`src/sv/fsp_pkg.sv`:
```
// fsp_pkg: shared constants, codes and rounding helper for the float sample packer
// no dependencies
package fsp_pkg;

  localparam logic [1:0] FMT_UNORM  = 2'd0;
  localparam logic [1:0] FMT_HALF   = 2'd1;
  localparam logic [1:0] FMT_SINGLE = 2'd2;

  localparam logic [1:0] REG_FORMAT = 2'd0;
  localparam logic [1:0] REG_BITS   = 2'd1;
  localparam logic [1:0] REG_ENDIAN = 2'd2;

  localparam int PROD_W = 40;
  localparam logic [6:0] SH_LIMIT = 7'd41;

  localparam logic [2:0] BYTES_ONE  = 3'd1;
  localparam logic [2:0] BYTES_TWO  = 3'd2;
  localparam logic [2:0] BYTES_FOUR = 3'd4;

  // shift right, round to nearest, ties to even
  function automatic logic [PROD_W-1:0] shift_rne(input logic [PROD_W-1:0] x,
                                                  input logic [6:0] sh);
    logic [PROD_W:0] xe;
    logic [PROD_W:0] q;
    logic [PROD_W:0] rem;
    logic [PROD_W:0] half;
    xe = {1'b0, x};
    q = xe >> sh;
    rem = xe & (({{PROD_W{1'b0}}, 1'b1} << sh) - 1'b1);
    half = {{PROD_W{1'b0}}, 1'b1} << (sh - 7'd1);
    if (rem > half || (rem == half && q[0])) begin
      q = q + 1'b1;
    end
    if (sh == 7'd0) begin
      shift_rne = x;
    end else if (sh >= SH_LIMIT) begin
      shift_rne = '0;
    end else begin
      shift_rne = q[PROD_W-1:0];
    end
  endfunction

endpackage

```
`src/sv/fsp_unorm_conv.sv`:
```
// fsp_unorm_conv: rounds a scaled binary32 mantissa product to an unsigned integer
// depends on fsp_pkg
module fsp_unorm_conv import fsp_pkg::*; (
  input  logic [31:0]       sample,
  input  logic [PROD_W-1:0] prod,
  input  logic [4:0]        bits,
  output logic [15:0]       value
);

  logic [7:0]        ex;
  logic [22:0]       man;
  logic [15:0]       mul;
  logic [PROD_W-1:0] top;
  logic [4:0]        s;
  logic [PROD_W-1:0] q;
  logic [PROD_W-1:0] r;
  logic [7:0]        sh2;

  assign ex  = sample[30:23];
  assign man = sample[22:0];
  assign mul = 16'(({{16{1'b0}}, 1'b1} << bits) - 17'd1);
  assign top = prod >> (6'd23 + {1'b0, bits});
  // product has bit length 23+bits or 24+bits
  assign s   = top[0] ? bits : bits - 5'd1;
  assign q   = shift_rne(prod, {2'b0, s});
  assign sh2 = 8'd150 - ex - {3'b0, s};
  // shifts of 128 and more flush to zero like any shift past the limit
  assign r   = shift_rne(q, sh2[7] ? 7'h7f : sh2[6:0]);

  always_comb begin
    if (ex == 8'hff && man != '0) begin
      value = '0;
    end else if (sample[31]) begin
      value = '0;
    end else if (ex == 8'd0) begin
      value = '0;
    end else if (ex >= 8'd127) begin
      value = mul;
    end else begin
      value = r[15:0];
    end
  end

endmodule

```
`src/sv/fsp_half_conv.sv`:
```
// fsp_half_conv: binary32 to binary16 demotion, nearest-even
// depends on fsp_pkg
module fsp_half_conv import fsp_pkg::*; (
  input  logic [31:0] sample,
  output logic [15:0] value
);

  logic [15:0]       sign;
  logic [7:0]        ex;
  logic [22:0]       man;
  logic [PROD_W-1:0] rn;
  logic [PROD_W-1:0] rs;
  logic [7:0]        sub_sh;

  assign sign   = {sample[31], 15'b0};
  assign ex     = sample[30:23];
  assign man    = sample[22:0];
  assign rn     = shift_rne({17'b0, man}, 7'd13);
  // shift for subnormal result is 126 - ex
  assign sub_sh = 8'd126 - ex;
  assign rs     = shift_rne({16'b0, 1'b1, man}, (sub_sh > 8'd64) ? 7'd64 : sub_sh[6:0]);

  always_comb begin
    if (ex == 8'hff) begin
      if (man == '0) value = sign | 16'h7c00;
      else value = sign | 16'h7e00 | {6'b0, man[22:13]};
    end else if (ex == 8'd0) begin
      value = sign;
    end else if (ex > 8'd142) begin
      value = sign | 16'h7c00;
    end else if (ex >= 8'd113) begin
      value = sign + {1'b0, 5'(ex - 8'd112), 10'b0} + rn[15:0];
    end else begin
      value = sign | rs[15:0];
    end
  end

endmodule

```
`src/sv/float_sample_packer_unit.sv`:
```
// float_sample_packer_unit: packs one binary32 sample per transfer into 1, 2 or 4 bytes
// depends on fsp_pkg, fsp_unorm_conv, fsp_half_conv
// path: input register, then result register; a low out_ready holds the result and,
//   once the input register is full, also the input
// throughput: one sample per cycle unless stalled; mantissa multiplier before input reg
// reset: synchronous, active high; clears both stage valids and loads format 0,
//   width 8 and little-endian order
module float_sample_packer_unit import fsp_pkg::*; (
  input  logic        clk,
  input  logic        rst,
  input  logic        in_valid,
  output logic        in_ready,
  input  logic [31:0] sample_bits,
  input  logic        end_of_row,
  output logic        out_valid,
  input  logic        out_ready,
  output logic [31:0] out_bytes,
  output logic [2:0]  byte_count,
  output logic        row_end_flag,
  input  logic        cfg_valid,
  output logic        cfg_ready,
  input  logic [1:0]  cfg_index,
  input  logic [31:0] cfg_data
);

  // configuration registers
  logic [1:0] output_format;
  logic [4:0] sample_bits_used;
  logic       little_endian_order;

  // input stage
  logic              s1_valid;
  logic [31:0]       s1_sample;
  logic              s1_eor;
  logic [PROD_W-1:0] s1_prod;

  logic [4:0]        bits;
  logic [15:0]       mul;
  logic [PROD_W-1:0] prod_next;
  logic              s1_adv;
  logic              out_load;

  logic [15:0] unorm_val;
  logic [15:0] half_val;
  logic [31:0] bytes_next;
  logic [2:0]  count_next;

  assign cfg_ready = 1'b1;

  always_ff @(posedge clk) begin
    if (rst) begin
      output_format       <= FMT_UNORM;
      sample_bits_used    <= 5'd8;
      little_endian_order <= 1'b1;
    end else if (cfg_valid) begin
      case (cfg_index)
        REG_FORMAT: output_format       <= cfg_data[1:0];
        REG_BITS:   sample_bits_used    <= cfg_data[4:0];
        REG_ENDIAN: little_endian_order <= cfg_data[0];
        default: ;
      endcase
    end
  end

  // width clamped to 1..16
  always_comb begin
    if (sample_bits_used == 5'd0) bits = 5'd1;
    else if (sample_bits_used > 5'd16) bits = 5'd16;
    else bits = sample_bits_used;
  end

  assign mul       = 16'(({{16{1'b0}}, 1'b1} << bits) - 17'd1);
  assign prod_next = {16'b0, 1'b1, sample_bits[22:0]} * {24'b0, mul};

  // pipeline flow
  assign out_load = !out_valid || out_ready;
  assign s1_adv   = s1_valid && out_load;
  assign in_ready = !s1_valid || out_load;

  always_ff @(posedge clk) begin
    if (rst) begin
      s1_valid <= 1'b0;
    end else if (in_ready) begin
      s1_valid <= in_valid;
    end
  end

  always_ff @(posedge clk) begin
    if (in_valid && in_ready) begin
      s1_sample <= sample_bits;
      s1_eor    <= end_of_row;
      s1_prod   <= prod_next;
    end
  end

  fsp_unorm_conv u_unorm (
    .sample (s1_sample),
    .prod   (s1_prod),
    .bits   (bits),
    .value  (unorm_val)
  );

  fsp_half_conv u_half (
    .sample (s1_sample),
    .value  (half_val)
  );

  // byte ordering per mode
  always_comb begin
    case (output_format)
      FMT_UNORM: begin
        if (bits <= 5'd8) begin
          count_next = BYTES_ONE;
          bytes_next = {24'b0, unorm_val[7:0]};
        end else begin
          count_next = BYTES_TWO;
          bytes_next = little_endian_order ? {16'b0, unorm_val}
                                           : {16'b0, unorm_val[7:0], unorm_val[15:8]};
        end
      end
      FMT_HALF: begin
        count_next = BYTES_TWO;
        bytes_next = little_endian_order ? {16'b0, half_val}
                                         : {16'b0, half_val[7:0], half_val[15:8]};
      end
      default: begin
        // single float, and the unused fourth code
        count_next = BYTES_FOUR;
        bytes_next = little_endian_order ? s1_sample
                     : {s1_sample[7:0], s1_sample[15:8], s1_sample[23:16], s1_sample[31:24]};
      end
    endcase
  end

  // result register
  always_ff @(posedge clk) begin
    if (rst) begin
      out_valid <= 1'b0;
    end else if (out_load) begin
      out_valid <= s1_valid;
    end
  end

  always_ff @(posedge clk) begin
    if (s1_adv) begin
      out_bytes    <= bytes_next;
      byte_count   <= count_next;
      row_end_flag <= s1_eor;
    end
  end

endmodule
```
`config.mk`:
```
export PLATFORM = sky130hd
export DESIGN_NAME = float_sample_packer_unit
export DESIGN_NICKNAME = d
export VERILOG_FILES = /design/src/sv/fsp_pkg.sv /design/src/sv/fsp_unorm_conv.sv /design/src/sv/fsp_half_conv.sv /design/src/sv/float_sample_packer_unit.sv
export SDC_FILE = /design/constraint.sdc
export NUM_CORES = 2
export LEC_CHECK = 0
export BUFFER_PORTS_ARGS = -buffer_cell sky130_fd_sc_hd__buf_2
export CAP_MARGIN = 20
export CORE_MARGIN = 2
export CORE_UTILIZATION = 41
export DETAILED_ROUTE_END_ITERATION = 8
export PLACE_DENSITY_LB_ADDON = 0.2
export SLEW_MARGIN = 20
export SYNTH_ARGS = -nofsm -noshare
export SYNTH_HDL_FRONTEND = slang
export SYNTH_SLANG_ARGS = --single-unit
export TNS_END_PERCENT = 10
```
`constraint.sdc`:
```
create_clock -name clk -period 16.3 [get_ports clk]
set_input_delay 1.63 -clock clk [delete_from_list [all_inputs] [get_ports clk]]
set_output_delay 1.63 -clock clk [all_outputs]
set_load 0.03 [all_outputs]
```
==> summary.md <==
| Metric | Value |
|---|---|
| Status | finished, final reports clean |
| Max Transition Viols Final | 0 |
| Top cells by area, synth | fa_1, edfxtp_1, ha_1 |
| Cell row count | 106 |
| Worst-skew pair later-pin latency | 0.45 ns |
| CTS tree | done |
| Reg2Reg Setup Slack | 1.97 ns |
| Largest stage delay on the critical path | 0.93 ns |
| Final WL | 148,000 µm |
| Most frequent cells in the layout | nand2_1, inv_1, nor2_1, fa_1, ha_1 |
| Die area | 0.0873 mm² |
| Post-synthesis sequential area ratio | 9.97% |
| Mean Syn Cell Area | 7.59 µm² |
| GR Overflow Total | 0 |
| # hold bufs at CTS | 0 |
| Synth Area in Adders | 26.6% |
| Synth Warn # | 0 |
| Die height | 296 µm |
| Io pins | 111 |
| Initial antenna violation count | 7 |
| Clock root cell | clkbuf_16 |
| Post-CTS Setup Repair Bufs | 0 |
| Initial DRC Count | 4,436 |
| Detailed-route DRC error count | 0 |
| Share of the synthesized area in the top cell type | 17.6% |
| WP data arrival | 14.51 ns |
| HPWL after DPL | 112,000 µm |
| Most used cell, CP | o21ai_0 |
| Maximum clock path buffer count | 2 |
| Clock skew | 0.0127 ns |
| Synth async-reset ratio | 0% |
| Worst EP required | 16.48 ns |
| Mapped cell area | 0.0348 mm² |
| Number of synthesized flops with an enable pin | 109 |
| Vias | 36,600 |
| Critical path's slowest cell | a211oi_2 |
| RD Place Congestion | 1.04 |
| Final setup vio count | 0 |
| CTS Buf Count | 17 |
| Area Overhead vs Synth | 6.85% |
| Wire length per cell | 26.0 µm |
| Synthesized flop and latch total | 119 |
| Area share of xor/xnor cells in the synthesized design | 3.52% |
| Sink Count | 119 |
| Wire length of the first global-routing pass | 223,000 µm |
| Hold Path Class | reg2reg |
| Critical path class | reg2reg |
| Drt via density | 6.42 |
| Worst setup EP type | flop |
| Most common cell after layout, fill and taps aside | nand2_1 |
| Post-synthesis mux area share | 5.00% |
| Crit share post-route | 87.9% |
| Largest family of logic cells by synthesized area | adder cells |
| Largest net degree at the start of global routing | 74 |
| DRT antenna net count | 0 |
| RSZ-0062 raised after global routing | false |
| Ys flop type | edfxtp_1 |
| Post-Syn Instances | 4,590 |
| Worst Path Max Fanout | 30 |
| DRT Pass-1 Iters | 6 |
| Compound-cell area share of the yosys netlist | 21.1% |
| Slew HR | 19.1% |
| IO buf count | 82 |
| Leading area contributor after synthesis | fa_1 |
| Layout cells sized above 1 | 8.58% |
| Worst setup SP type | flop |
| Simple-gate share of the synthesized area | 26.4% |
| Final nets | 5,174 |
| H-tree levels | 4 |
| Die W | 296 µm |
| Core Area | 0.0840 mm² |
| Peak Freq | 69.8 MHz |
| Number of gates resized after cts | 0 |
| Fin crit period | 14.33 ns |
| Starting Density | 41.5% |
| Worst-margin pin slew | 1.21 ns |
| TNS Setup | 0 ns |
| Vias in the first global route | 35,200 |
| Synth cell types | 111 |
| Max Cap Viol | 0 |
| Final Hold Fails | 0 |
| Clk pin slew, worst setup/hold paths | 0.07 ns |
| Total Routing Usage GR | 33.6% |
==> cell usage after synthesis (114+ instances only) <==
cell        n
nand2_1   779
inv_1     362
nor2_1    336
fa_1      307
ha_1      249
clkbuf_1  223
a21oi_1   193
and2_1    170
o21ai_0   159
nand3_1   143
nor3_1    122
mux2i_1   114
==> routing by layer <==
metal / wire length (µm) / up-vias / track usage (%) / share of wire (%)
met5: 46 / - / 0 / 0.031
li1: - / 16100 / - / -
met4: 7220 / 8 / 14.3 / 4.9
met1: 61300 / 17900 / 45.6 / 41
met3: 14600 / 451 / 6.09 / 9.8
met2: 64900 / 2071 / 52.4 / 44
==> state kept, by name, summed over array words and instances (netlist names) <==
| register | count |
|---|---|
| byte_count | 3 |
| little_endian_order | 1 |
| out_bytes | 32 |
| out_valid | 1 |
| output_format | 2 |
| row_end_flag | 1 |
| s1_eor | 1 |
| s1_prod | 40 |
| s1_sample | 32 |
| s1_valid | 1 |
| sample_bits_used | 5 |
==> cell families (layout without fill, tap and decap cells) <==
family,Yosys count,after routing
compound gates,1035,1035
mux,154,154
simple gates,1928,1928
flops,119,119
buf+inv,656,601
xor+xnor,140,140
other cells,2,28
fa+ha+maj,556,556
==> cell type report <==
class                   count  area, µm²
clock buffers              17        425
repair buffers            203       1330
inverters                 366       1370
flip-flops and latches    119       3470
multi-input cells        3839      29000
clock inverters            15        178
well taps                1134       1420
fillers                  8590      46700
diodes                      2       5.00
==> worst max-delay path, delay by kind of cell (launching register included) <==
family | cells | cell delay [ns]
compound gates | 20 | 5.51
simple gates | 19 | 5.25
buf+inv | 6 | 1.19
fa+ha+maj | 4 | 1.02
flops | 1 | 0.88
mux | 1 | 0.15
==> per-stage QoR <==
step / instances / utilization [%] / area [µm²] / hold slack (ns) / setup WS [ns]
detailed placement: 5658 / 43.6 / 36600 / 0.426 / 2.46
global route: 5693 / 44.3 / 37200 / 0.448 / 1.11
global placement: 5658 / 43.6 / 36600 / 0.404 / 2.65
floorplan: 4614 / - / 34900 / 0.400 / 4.54
finish: 5695 / 44.4 / 37200 / 0.417 / 1.97
CTS: 5690 / 44.3 / 37200 / 0.421 / 2.42
==> worst paths after layout <==
kind / from / endpoint / depth (start not counted)
worst max-delay path: sample_bits_used[2] / out_bytes[5] / 50
worst min-delay path: s1_eor / row_end_flag / 0
worst max register to register: sample_bits_used[2] / out_bytes[5] / 50
worst min register to register: s1_eor / row_end_flag / 0
Power is left out: the tool's default activity adds up to more than one toggle a clock period on the data nets, which glitch-free logic cannot reach.
